===== src/sv/brbo_pkg.sv =====
// Shared types, sizes and helpers for the byte ring buffer with overwrite.
// No dependencies; every other file of the block imports this package.
package brbo_pkg;

  localparam int DEPTH          = 256;
  localparam int MAX_READ_BURST = 64;
  localparam int AW             = $clog2(DEPTH);
  localparam int CW             = $clog2(DEPTH + 1);
  localparam int LEN_W          = 16;
  localparam int BURST_CW       = $clog2(MAX_READ_BURST + 1);
  localparam int CMDQ_DEPTH     = 4;
  localparam int OQ_DEPTH       = 4;

  typedef enum logic [1:0] {
    ACT_WRITE    = 2'd0,
    ACT_READ     = 2'd1,
    ACT_SET_TAIL = 2'd2
  } action_t;

  typedef enum logic [1:0] {
    CMD_WRITE = 2'd0,
    CMD_READ  = 2'd1,
    CMD_INFO  = 2'd2
  } cmd_kind_t;

  typedef struct packed {
    logic [1:0]       action;
    logic [7:0]       data_byte;
    logic [LEN_W-1:0] request_length;
    logic [7:0]       tail_index_in;
  } in_item_t;

  typedef struct packed {
    logic [7:0] data_byte_out;
    logic       has_data;
    logic       last;
    logic       write_accepted;
    logic [8:0] bytes_available;
    logic [7:0] tail_index;
  } out_item_t;

  // One unit of work handed from the front end to the back end.
  typedef struct packed {
    cmd_kind_t           kind;
    logic                wr_en;
    logic [AW-1:0]       addr;
    logic [7:0]          data;
    logic [BURST_CW-1:0] count;
    logic                accepted;
    logic [CW-1:0]       avail;
    logic [AW-1:0]       tail;
  } cmd_t;

  function automatic logic [AW-1:0] next_pos(input logic [AW-1:0] p);
    return (p == AW'(DEPTH - 1)) ? '0 : p + AW'(1);
  endfunction

  function automatic logic [CW-1:0] fill_of(input logic [AW-1:0] head,
                                            input logic [AW-1:0] tail,
                                            input logic          full);
    logic [CW-1:0] h;
    logic [CW-1:0] t;
    h = CW'(head);
    t = CW'(tail);
    if (full) return CW'(DEPTH);
    if (h >= t) return h - t;
    return CW'(DEPTH) - (t - h);
  endfunction

endpackage


===== src/sv/brbo_front.sv =====
// Front end: accepts input requests, keeps the ring indices and burst state,
// and turns each request into one back-end command. Depends on brbo_pkg.
module brbo_front (
  input  logic              clk,
  input  logic              rst_n,
  input  logic              cfg_wr_en,
  input  logic              cfg_wr_data,
  input  logic              req_take,
  input  brbo_pkg::in_item_t req,
  output brbo_pkg::cmd_t    cmd
);
  import brbo_pkg::*;

  logic [AW-1:0]    head_r, head_nxt;
  logic [AW-1:0]    tail_r, tail_nxt;
  logic             full_r, full_nxt;
  logic [LEN_W-1:0] rem_r, rem_nxt;
  logic [LEN_W-1:0] skip_r, skip_nxt;
  logic             drop_r, drop_nxt;
  logic             ow_r;

  logic [LEN_W-1:0] total;
  logic [CW-1:0]    fill;
  logic [CW-1:0]    space;
  logic [LEN_W-1:0] n_lim;
  logic [LEN_W-1:0] n_rd;
  logic [AW:0]      tail_sum;

  always_comb begin
    head_nxt = head_r;
    tail_nxt = tail_r;
    full_nxt = full_r;
    rem_nxt  = rem_r;
    skip_nxt = skip_r;
    drop_nxt = drop_r;
    total    = (req.request_length == '0) ? LEN_W'(1) : req.request_length;
    fill     = fill_of(head_r, tail_r, full_r);
    space    = CW'(DEPTH) - fill;
    n_lim    = (req.request_length < LEN_W'(fill)) ? req.request_length : LEN_W'(fill);
    n_rd     = (n_lim > LEN_W'(MAX_READ_BURST)) ? LEN_W'(MAX_READ_BURST) : n_lim;
    tail_sum = (AW+1)'(tail_r) + (AW+1)'(n_rd);
    cmd          = '0;
    cmd.kind     = CMD_INFO;
    cmd.data     = req.data_byte;
    case (action_t'(req.action))
      ACT_WRITE: begin
        // The first byte of a burst decides its fate for the whole burst.
        if (rem_r == '0) begin
          drop_nxt = 1'b0;
          skip_nxt = '0;
          if (total > LEN_W'(space)) begin
            if (!ow_r) begin
              drop_nxt = 1'b1;
            end else if (total > LEN_W'(DEPTH)) begin
              skip_nxt = total - LEN_W'(DEPTH);
              tail_nxt = head_r;
              full_nxt = 1'b0;
            end
          end
          rem_nxt = total;
        end
        rem_nxt = rem_nxt - LEN_W'(1);
        cmd.kind = CMD_WRITE;
        cmd.addr = head_nxt;
        if (!drop_nxt) begin
          if (skip_nxt != '0) begin
            skip_nxt = skip_nxt - LEN_W'(1);
          end else if (full_nxt) begin
            if (ow_r) begin
              cmd.wr_en = 1'b1;
              head_nxt  = next_pos(head_nxt);
              tail_nxt  = head_nxt;
            end
          end else begin
            cmd.wr_en = 1'b1;
            head_nxt  = next_pos(head_nxt);
            if (head_nxt == tail_nxt) full_nxt = 1'b1;
          end
        end
        cmd.accepted = !drop_nxt;
      end
      ACT_READ: begin
        if (n_rd != '0) begin
          cmd.kind  = CMD_READ;
          cmd.addr  = tail_r;
          cmd.count = BURST_CW'(n_rd);
          full_nxt  = 1'b0;
          tail_nxt  = (tail_sum >= (AW+1)'(DEPTH)) ? AW'(tail_sum - (AW+1)'(DEPTH))
                                                   : AW'(tail_sum);
        end
      end
      ACT_SET_TAIL: begin
        if (9'(req.tail_index_in) < 9'(DEPTH)) tail_nxt = AW'(req.tail_index_in);
      end
      default: begin
      end
    endcase
    cmd.avail = fill_of(head_nxt, tail_nxt, full_nxt);
    cmd.tail  = tail_nxt;
  end

  always_ff @(posedge clk) begin
    if (!rst_n) begin
      head_r <= '0;
      tail_r <= '0;
      full_r <= 1'b0;
      rem_r  <= '0;
      skip_r <= '0;
      drop_r <= 1'b0;
      ow_r   <= 1'b0;
    end else begin
      if (cfg_wr_en) ow_r <= cfg_wr_data;
      if (req_take) begin
        head_r <= head_nxt;
        tail_r <= tail_nxt;
        full_r <= full_nxt;
        rem_r  <= rem_nxt;
        skip_r <= skip_nxt;
        drop_r <= drop_nxt;
      end
    end
  end

endmodule


===== src/sv/brbo_cmdq.sv =====
// Short command queue between the front end and the back end.
// Depends on brbo_pkg for the command type and depth.
module brbo_cmdq (
  input  logic           clk,
  input  logic           rst_n,
  input  logic           push,
  input  brbo_pkg::cmd_t cmd_in,
  output logic           full,
  input  logic           pop,
  output brbo_pkg::cmd_t cmd_out,
  output logic           empty
);
  import brbo_pkg::*;

  localparam int PW = $clog2(CMDQ_DEPTH);
  localparam int NW = $clog2(CMDQ_DEPTH + 1);

  cmd_t          q_r [CMDQ_DEPTH];
  logic [PW-1:0] wp_r, rp_r;
  logic [NW-1:0] cnt_r;
  logic          do_push, do_pop;

  assign full    = (cnt_r == NW'(CMDQ_DEPTH));
  assign empty   = (cnt_r == '0);
  assign do_push = push && !full;
  assign do_pop  = pop && !empty;
  assign cmd_out = q_r[rp_r];

  always_ff @(posedge clk) begin
    if (do_push) q_r[wp_r] <= cmd_in;
  end

  always_ff @(posedge clk) begin
    if (!rst_n) begin
      wp_r  <= '0;
      rp_r  <= '0;
      cnt_r <= '0;
    end else begin
      if (do_push) wp_r <= (wp_r == PW'(CMDQ_DEPTH - 1)) ? '0 : wp_r + PW'(1);
      if (do_pop) rp_r <= (rp_r == PW'(CMDQ_DEPTH - 1)) ? '0 : rp_r + PW'(1);
      if (do_push && !do_pop) cnt_r <= cnt_r + NW'(1);
      else if (do_pop && !do_push) cnt_r <= cnt_r - NW'(1);
    end
  end

endmodule


===== src/sv/brbo_back.sv =====
// Back end: owns the byte store, executes commands in order, streams read
// bytes one per cycle while the output queue has room, and buffers results
// in a small output queue. Depends on brbo_pkg.
module brbo_back (
  input  logic                clk,
  input  logic                rst_n,
  input  brbo_pkg::cmd_t      cmd,
  input  logic                cmd_empty,
  output logic                cmd_pop,
  output brbo_pkg::out_item_t res,
  output logic                res_empty,
  input  logic                res_pop
);
  import brbo_pkg::*;

  localparam int OPW = $clog2(OQ_DEPTH);
  localparam int ONW = $clog2(OQ_DEPTH + 1);

  logic [7:0]          mem [DEPTH];
  logic [7:0]          mem_q_r;

  logic                active_r, active_nxt;
  logic [AW-1:0]       addr_r, addr_nxt;
  logic [BURST_CW-1:0] left_r, left_nxt;
  out_item_t           meta_r, meta_nxt;

  logic                vld_b_r;
  out_item_t           res_b_r;
  out_item_t           iss_res;
  out_item_t           push_item;

  out_item_t           oq_r [OQ_DEPTH];
  logic [OPW-1:0]      oq_wp_r, oq_rp_r;
  logic [ONW-1:0]      oq_cnt_r;
  logic                oq_pop;

  logic                can_issue, iss;
  logic                rd_en, wr_en;
  logic [AW-1:0]       rd_addr;

  assign can_issue = ((ONW+1)'(oq_cnt_r) + (ONW+1)'(vld_b_r)) < (ONW+1)'(OQ_DEPTH);

  always_comb begin
    cmd_pop    = 1'b0;
    iss        = 1'b0;
    rd_en      = 1'b0;
    wr_en      = 1'b0;
    rd_addr    = addr_r;
    active_nxt = active_r;
    addr_nxt   = addr_r;
    left_nxt   = left_r;
    meta_nxt   = meta_r;
    iss_res    = '0;
    if (can_issue) begin
      if (active_r) begin
        iss      = 1'b1;
        rd_en    = 1'b1;
        iss_res  = meta_r;
        iss_res.last = (left_r == BURST_CW'(1));
        addr_nxt = next_pos(addr_r);
        left_nxt = left_r - BURST_CW'(1);
        if (left_r == BURST_CW'(1)) active_nxt = 1'b0;
      end else if (!cmd_empty) begin
        cmd_pop = 1'b1;
        iss     = 1'b1;
        iss_res.bytes_available = 9'(cmd.avail);
        iss_res.tail_index      = 8'(cmd.tail);
        iss_res.last            = 1'b1;
        case (cmd.kind)
          CMD_WRITE: begin
            wr_en = cmd.wr_en;
            iss_res.write_accepted = cmd.accepted;
          end
          CMD_READ: begin
            rd_en   = 1'b1;
            rd_addr = cmd.addr;
            iss_res.has_data = 1'b1;
            iss_res.last     = (cmd.count == BURST_CW'(1));
            if (cmd.count != BURST_CW'(1)) begin
              active_nxt = 1'b1;
              addr_nxt   = next_pos(cmd.addr);
              left_nxt   = cmd.count - BURST_CW'(1);
              meta_nxt   = iss_res;
            end
          end
          default: begin
          end
        endcase
      end
    end
  end

  always_ff @(posedge clk) begin
    if (wr_en) mem[cmd.addr] <= cmd.data;
    if (rd_en) mem_q_r <= mem[rd_addr];
  end

  always_ff @(posedge clk) begin
    if (!rst_n) begin
      active_r <= 1'b0;
      vld_b_r  <= 1'b0;
    end else begin
      active_r <= active_nxt;
      vld_b_r  <= iss;
    end
  end

  always_ff @(posedge clk) begin
    addr_r  <= addr_nxt;
    left_r  <= left_nxt;
    meta_r  <= meta_nxt;
    res_b_r <= iss_res;
  end

  always_comb begin
    push_item = res_b_r;
    if (res_b_r.has_data) push_item.data_byte_out = mem_q_r;
  end

  assign res_empty = (oq_cnt_r == '0);
  assign oq_pop    = res_pop && !res_empty;
  assign res       = oq_r[oq_rp_r];

  always_ff @(posedge clk) begin
    if (vld_b_r) oq_r[oq_wp_r] <= push_item;
  end

  always_ff @(posedge clk) begin
    if (!rst_n) begin
      oq_wp_r  <= '0;
      oq_rp_r  <= '0;
      oq_cnt_r <= '0;
    end else begin
      if (vld_b_r) oq_wp_r <= (oq_wp_r == OPW'(OQ_DEPTH - 1)) ? '0 : oq_wp_r + OPW'(1);
      if (oq_pop) oq_rp_r <= (oq_rp_r == OPW'(OQ_DEPTH - 1)) ? '0 : oq_rp_r + OPW'(1);
      if (vld_b_r && !oq_pop) oq_cnt_r <= oq_cnt_r + ONW'(1);
      else if (oq_pop && !vld_b_r) oq_cnt_r <= oq_cnt_r - ONW'(1);
    end
  end

endmodule


===== src/sv/byte_ring_buffer_overwrite.sv =====
// Top level of the byte ring buffer with overwrite of the oldest data.
// Depends on brbo_pkg, brbo_front, brbo_cmdq and brbo_back.
//
//   channel   ports                          handshake
//   -------   ----------------------------   ---------------------------------
//   input     push, full, in_item            taken when push && !full
//   result    empty, pop, out_item           taken when pop && !empty
//   config    cfg_wr_en, cfg_wr_data         written when cfg_wr_en is high
//
// Write, set-tail and other single-result requests are taken one per cycle
// while full is low; a read of n bytes holds the back end until all n bytes
// are issued, one byte per cycle through the single read port of the byte
// store, as long as the output queue has room.
// Reset (rst_n low, synchronous) empties the ring, closes any open burst and
// turns overwrite off. The store itself is not cleared.
// A stalled result side fills the output queue and then the command queue,
// after which full goes high; nothing is lost or reordered.
module byte_ring_buffer_overwrite (
  input  logic                clk,
  input  logic                rst_n,
  input  logic                push,
  output logic                full,
  input  brbo_pkg::in_item_t  in_item,
  output logic                empty,
  input  logic                pop,
  output brbo_pkg::out_item_t out_item,
  input  logic                cfg_wr_en,
  input  logic                cfg_wr_data
);
  import brbo_pkg::*;

  // The front end commits each request to the ring state in the cycle it is
  // taken, so the following request already sees the new head, tail and
  // fill level. Every byte move is deferred to the back end as a command.
  cmd_t fe_cmd;
  cmd_t be_cmd;
  logic take;
  logic cq_full;
  logic cq_empty;
  logic cq_pop;

  assign full = cq_full;
  assign take = push && !cq_full;

  brbo_front u_front (
    .clk         (clk),
    .rst_n       (rst_n),
    .cfg_wr_en   (cfg_wr_en),
    .cfg_wr_data (cfg_wr_data),
    .req_take    (take),
    .req         (in_item),
    .cmd         (fe_cmd)
  );

  // Commands reach the store in request order, so a write that reuses a
  // freed slot can never overtake the read that freed it.
  brbo_cmdq u_cmdq (
    .clk     (clk),
    .rst_n   (rst_n),
    .push    (take),
    .cmd_in  (fe_cmd),
    .full    (cq_full),
    .pop     (cq_pop),
    .cmd_out (be_cmd),
    .empty   (cq_empty)
  );

  brbo_back u_back (
    .clk       (clk),
    .rst_n     (rst_n),
    .cmd       (be_cmd),
    .cmd_empty (cq_empty),
    .cmd_pop   (cq_pop),
    .res       (out_item),
    .res_empty (empty),
    .res_pop   (pop)
  );

endmodule

===== config.mk =====
export PLATFORM = sky130hd
export DESIGN_NAME = byte_ring_buffer_overwrite
export DESIGN_NICKNAME = d
export VERILOG_FILES = /design/src/sv/brbo_pkg.sv /design/src/sv/brbo_front.sv /design/src/sv/brbo_cmdq.sv /design/src/sv/brbo_back.sv /design/src/sv/byte_ring_buffer_overwrite.sv
export SDC_FILE = /design/constraint.sdc
export NUM_CORES = 2
export LEC_CHECK = 0
export ABC_AREA = 1
export CAP_MARGIN = 30
export CORE_UTILIZATION = 40
export DETAILED_ROUTE_END_ITERATION = 10
export DONT_BUFFER_PORTS = 1
export HOLD_SLACK_MARGIN = 0.08
export MAX_ROUTING_LAYER = met4
export SLEW_MARGIN = 20
export SYNTH_ARGS = -nofsm -noshare
export SYNTH_HDL_FRONTEND = slang
export SYNTH_SLANG_ARGS = --single-unit

===== constraint.sdc =====
create_clock -name clk -period 11.2 [get_ports clk]
set_clock_uncertainty 0.2 [all_clocks]
set_input_delay 0.56 -clock clk [delete_from_list [all_inputs] [get_ports clk]]
set_output_delay 0.56 -clock clk [all_outputs]
set_load 0.02 [all_outputs]

Word-level counts from Yosys, hierarchy flattened

Memories as Yosys holds them, arrays and structs flattened. A register that Yosys moved wholly into a read port is not among the register bits.
Index checks and enable logic that the tools add are counted.

Flip-flop bits (word level): 119
Bits in latches: 0
Bits in writable memories: 2336
ROM bits: 0
Input bits: 40
Output and inout bits: 30
Word-level logic and storage cells: 239
Memories kept: 3

Add/subtract/negate cells: 26
$mul: 0
Divide/modulo/power cells: 0
$lt $le $gt $ge: 8
Equality and inequality tests: 16
Shifts and indexed selects: 0
Muxes and demuxes: 125
Bitwise gates (word level): 4
Reduce and logical (&&, ||, !) cells: 33

Memory list:

| name        | words | width | read ports | clocked after Yosys merged registers in | wr ports | line            | RTL |
|---|---|---|---|---|---|---|---|
| u_back.mem  | 256   | 8     | 1          | 1                                       | 1        | brbo_back.sv:19 | `logic [7:0] mem [DEPTH];` |
| u_cmdq.q_r  | 4     | 44    | 1          | 1                                       | 1        | brbo_cmdq.sv:18 | `cmd_t q_r [CMDQ_DEPTH];` |
| u_back.oq_r | 4     | 28    | 1          | 1                                       | 1        | brbo_back.sv:32 | `out_item_t oq_r [OQ_DEPTH];` |

Operator list:

| cell                                                                              | count |
|---|---|
| 8-bit two-way mux                                                                 | 29 |
| 16-bit two-way mux                                                                | 12 |
| 9-bit two-way mux                                                                 | 8 |
| 1-bit two-way mux                                                                 | 50 |
| 7-bit two-way mux                                                                 | 6 |
| 20-bit two-way mux                                                                | 2 |
| 8-bit by 8-bit subtractor with 9-bit output                                       | 4 |
| 16-bit zero test                                                                  | 2 |
| 16-bit nonzero test                                                               | 2 |
| 16-bit by 1-bit subtractor with 16-bit output (second input constant)             | 2 |
| 9-bit subtractor (first input constant)                                           | 3 |
| 8-bit by 1-bit adder with 8-bit output (second input constant)                    | 3 |
| 8-bit == test (second input constant)                                             | 3 |
| 8-bit case mux with 3 select lines                                                | 1 |
| 2-bit two-way mux                                                                 | 10 |
| 8-bit >= comparator                                                               | 2 |
| 16-bit by 7-bit greater-than comparator with 1-bit output (second input constant) | 1 |
| 16-bit by 9-bit greater-than comparator with 1-bit output                         | 1 |
| 16-bit by 9-bit greater-than comparator with 1-bit output (second input constant) | 1 |
| 16-bit by 9-bit < comparator with 1-bit output                                    | 1 |
| 8-bit case mux with 2 select lines                                                | 1 |
| 16-bit by 9-bit subtractor with 16-bit output (second input constant)             | 1 |
| 7-bit by 1-bit == test with 1-bit output (second input constant)                  | 2 |
| 7-bit by 1-bit subtractor with 7-bit output (second input constant)               | 2 |
| 27 further kinds                                                                  | 63 |

Logic depth before layout (Yosys ltp)

Depth in word-level cells: 20
Gate-level depth with buffers: 49
Mapped depth without buffers: 48

Cells and area by module

A second synthesis with hierarchy kept.

Cell total of the unflattened synthesis: 10753
Area, all modules: 110365.8 um^2

By module, submodules not included:

| module                     | times used | cells an instance | area each (um^2) | sequential area each (um^2) |
|---|---|---|---|---|
| brbo_back                  | 1          | 9174              | 96637.7          | 66684.0 |
| brbo_cmdq                  | 1          | 497               | 7105.6           | 5465.2 |
| brbo_front                 | 1          | 1080              | 6612.6           | 1021.0 |
| byte_ring_buffer_overwrite | 1          | 2                 | 10.0             | 0.0 |

Worst setup path before layout

No wires, ideal clock.

Path type: register to register
Start: reg (tool-made name)
End: mem u_back.mem[0][7] (data pin)
Library setup time: 1.586 ns
Data arrival time: 8.997 ns
Data required time: 9.414 ns
Setup slack: 0.417 ns
Stages on the path, launching flop included: 11
Buffers on the path: 7
Period minus slack after synthesis: 10.783 ns
Cell sequence: dfxtp_1 > buf_4 > inv_4 > buf_6 > clkbuf_1 > buf_1 > clkbuf_1 > clkbuf_1 > clkbuf_1 > o21ai_0 > o22ai_1

RTL lines:

| what             | line |
|---|---|
| end: declaration | brbo_back.sv:19 |

==> results.py <==
metrics = {
    "global_route": {
        "first_global_vias": 62800,
        "grt_usage_pct": 21.8,
        "grt_pass1_wl_um": 411000,
        "grt_max_degree": 228,
        "overflow": 0,
        "antenna_found_initial": 12,
    },
    "synthesis": {
        "synth_edf_count": 2376,
        "syn_area_um2": 102000,
        "synth_compound_area_share_pct": 13.5,
        "yosysUniqueCellTypes": 62,
        "yosysSeqAreaShare_pct": 72.0,
        "synth_mux_area_share_pct": 0.00984,
        "synthCells": 8109,
        "ys_warn_count": 0,
        "syn_avg_cell_area_um2": 12.5,
        "synth-seq-cells": 2467,
        "synth_top_family_by_area": "compound AO/OA/AOI/OAI gates",
        "synthFlopType": "edfxtp_1",
        "syn_nets": 8221,
        "synth-async-reset-ratio_pct": 0,
        "synth_adder_area_share_pct": 0.916,
        "synthXorXnorAreaFrac_pct": 0.422,
        "yosys.area_share.simple_pct": 9.58,
    },
    "critical_path": {
        "required_ps": 11630,
        "worstSetupPathType": "reg -> reg",
        "critPathArrivalTime_ps": 8580,
        "reg2reg_from": "u_front.tail_r[0]$_SDFFE_PN0P_",
        "slowest_delay_ps": 580,
        "cp_common_cell": "nand2_1",
        "cp_max_fo": 20,
        "startpoint": "u_front.tail_r[0]$_SDFFE_PN0P_",
        "slowest_stage": "dlygate4sd3_1",
        "cp-start-kind": "flip-flop",
        "end_kind": "flip-flop",
    },
    "place": {
        "globalplace.congestion": 0.883,
        "place_hpwl_um": 155000,
        "post-place-cells": 11000,
        "port_buffers": 0,
    },
    "routing": {
        "routed.top_layer": "met4",
        "vias": 66200,
        "wl_met1_um": 118000,
        "wire_per_inst_um": 24.1,
        "antenna_left": 0,
        "wl_met3_um": 20900,
        "drc": 0,
        "drt_iter0_drc": 7690,
        "wl_met2_um": 130000,
        "via_per_inst": 5.73,
        "drt-total-wl_um": 279000,
        "drtPass1Iterations": 6,
    },
    "timing": {
        "fmax_mhz": 123,
        "period_needed_ps": 8150,
        "maxSlewHeadroom_pct": 28.5,
        "tightest_slew_ps": 1070,
        "tns_ps": 0,
        "rsz0062_at_grt": "no",
        "slew_viol_final": 0,
        "setup_violations": 0,
        "period_share_pct": 72.8,
        "hold_viol": 0,
    },
    "floorplanning": {
        "die_x_um": 506,
        "coreArea_um2": 252000,
        "num_io_pins": 70,
        "dieArea_um2": 256000,
        "die_height_um": 506,
        "start_util_pct": 40.3,
        "row_count": 184,
    },
    "min_path": {
        "min-delay-start": "in_item[12]",
        "worst_hold_path_type": "in -> reg",
    },
    "clocking": {
        "clk_pin_slew_ps": 60,
        "cts.sinks": 2467,
        "clk_root_buffer_cell": "clkbuf_16",
        "clockBufferDepth": 4,
        "clock_latency_ps": 950,
        "h-tree-depth": 5,
        "numCtsBuffers": 278,
        "cts_tree": "yes",
    },
    "layout": {
        "area_growth_pct": 11.8,
        "fillers": 22400,
        "nets": 8124,
        "seqCellArea_um2": 73200,
        "layout_common_cells": "2376 x edfxtp_1, 1574 x nor2_1, 1155 x o21ai_0",
        "drive_gt1_share_pct": 7.45,
        "final_common_cell": "edfxtp_1",
        "multi_input_area_um2": 25100,
        "final_cell_count_no_fill": 11600,
    },
    "power": {
        "leakagePower_nw": 36.5,
        "p_per_area_nw_per_um2": 311,
        "ir_drop_uv": 311,
    },
    "flow_run": {
        "cap_violations": 0,
    },
    "outcome": {
        "status": "finished, final reports clean",
    },
}
## stage by stage
stage | setup WS, ps | instance area [µm²] | util [%] | hold slack (ps) | total power, mW
after floorplan | 417 | 102000 | - | 238 | 22.2
after global placement | 3420 | 104000 | 41.4 | 244 | 26.6
after detailed placement | 3540 | 105000 | 41.5 | 260 | 26.9
after CTS | 3090 | 113000 | 45.0 | 88.5 | 35.3
after global routing | 2240 | 114000 | 45.1 | 127 | 37.0
final | 3050 | 114000 | 45.1 | 130 | 35.3
## synth_stat cells (6+ instances only)
| master | n | area, µm² |
|---|---|---|
| edfxtp_1 | 2376 | 71300 |
| nor2_1 | 1579 | 5930 |
| o21ai_0 | 1157 | 5790 |
| nand2_1 | 410 | 1540 |
| o22ai_1 | 384 | 2400 |
| clkbuf_1 | 324 | 1220 |
| nand3_1 | 297 | 1490 |
| inv_1 | 240 | 901 |
| o211ai_1 | 228 | 1710 |
| o221ai_1 | 218 | 1910 |
| buf_2 | 146 | 731 |
| o21ai_1 | 130 | 651 |
| a21oi_1 | 110 | 551 |
| dfxtp_1 | 91 | 1820 |
| ha_1 | 68 | 851 |
| buf_6 | 39 | 439 |
| buf_4 | 34 | 255 |
| nor3_1 | 33 | 165 |
| xor2_1 | 33 | 289 |
| nand4_1 | 20 | 125 |
| xnor2_1 | 16 | 140 |
| buf_1 | 15 | 56.3 |
| inv_2 | 15 | 56.3 |
| a32o_1 | 14 | 140 |
| nand2_2 | 12 | 75.1 |
| o21ai_2 | 11 | 96.3 |
| a32oi_1 | 9 | 78.8 |
| nand3b_1 | 9 | 67.6 |
| nor2_2 | 9 | 56.3 |
| o21bai_1 | 8 | 60.1 |
| nor4_1 | 6 | 37.5 |
## registers in the layout, summed over array words and instances, names as in the netlist, 3 cells and up, named ones only
signal / count
u_front.tail_r: 8
u_front.head_r: 8
u_back.push_item: 20
u_back.meta_r: 17
u_back.oq_cnt_r: 3
u_front.skip_r: 16
u_cmdq.cnt_r: 3
u_back.left_r: 7
u_back.mem_q_r: 8
u_back.mem: 2048
u_cmdq.q_r: 176
u_back.oq_r: 112
u_back.addr_r: 8
u_front.rem_r: 16
## kinds of logic after synthesis
family                     count (synthesis)
muxes                                      1
DFF                                     2467
AOI/OAI and AO/OA                       2300
adders and majority gates                 72
buffers and inverters                    821
xor gates and xnor gates                  49
and+or+nand+nor                         2399
## critical path: cells and delay by family (launching register included)
kind | cells | cell delay, ps
buffers and inverters | 5 | 1020
AO/OA/AOI/OAI | 11 | 1930
flip-flops | 1 | 540
adder cells (fa/ha/maj) | 5 | 1370
AND/OR/NAND/NOR | 23 | 2540
XOR/XNOR | 2 | 280
## report_power, final
group	total, mW	leakage, nW	switching, mW	internal (mW)
Sequential	12.1	22.2	0.196	11.9
Clock	8.47	4.08	3.53	4.94
Combinational	14.8	10.3	11.2	3.62
## final timing paths
path	slack [ps]	cells after the start	to
worst max-delay path	3050	46	u_cmdq.q_r[2][16]$_DFFE_PP_
worst min-delay path	130	4	u_cmdq.q_r[1][22]$_DFFE_PP_
worst max register to register	3050	46	u_cmdq.q_r[2][16]$_DFFE_PP_
worst min register to register	270	2	u_front.skip_r[1]$_SDFFE_PN0P_
## layer usage
metal	vias up	global-route usage, %
li1	30000	-
met1	33100	29.4
met2	2650	33.6
met3	471	3.49
met4	0	7.67
met5	-	-
## area by class of cell
type | count | area share (%)
multi-input combinational | 4821 | 22.1
antenna | 8 | 0.0176
sequential | 2467 | 64.4
tap | 3348 | 3.69
inverter | 263 | 0.907
timing repair buffer | 181 | 1.62
clock inverter | 128 | 0.882
clock buffer | 337 | 6.43
## what timing repair did
item | in CTS | in global routing
setup buffers | 0 | 0
endpoints found under the hold margin | 153 | 0
hold buffers | 52 | 0
gates resized for setup | 0 | 0
(Power assumes the default switching activity.)
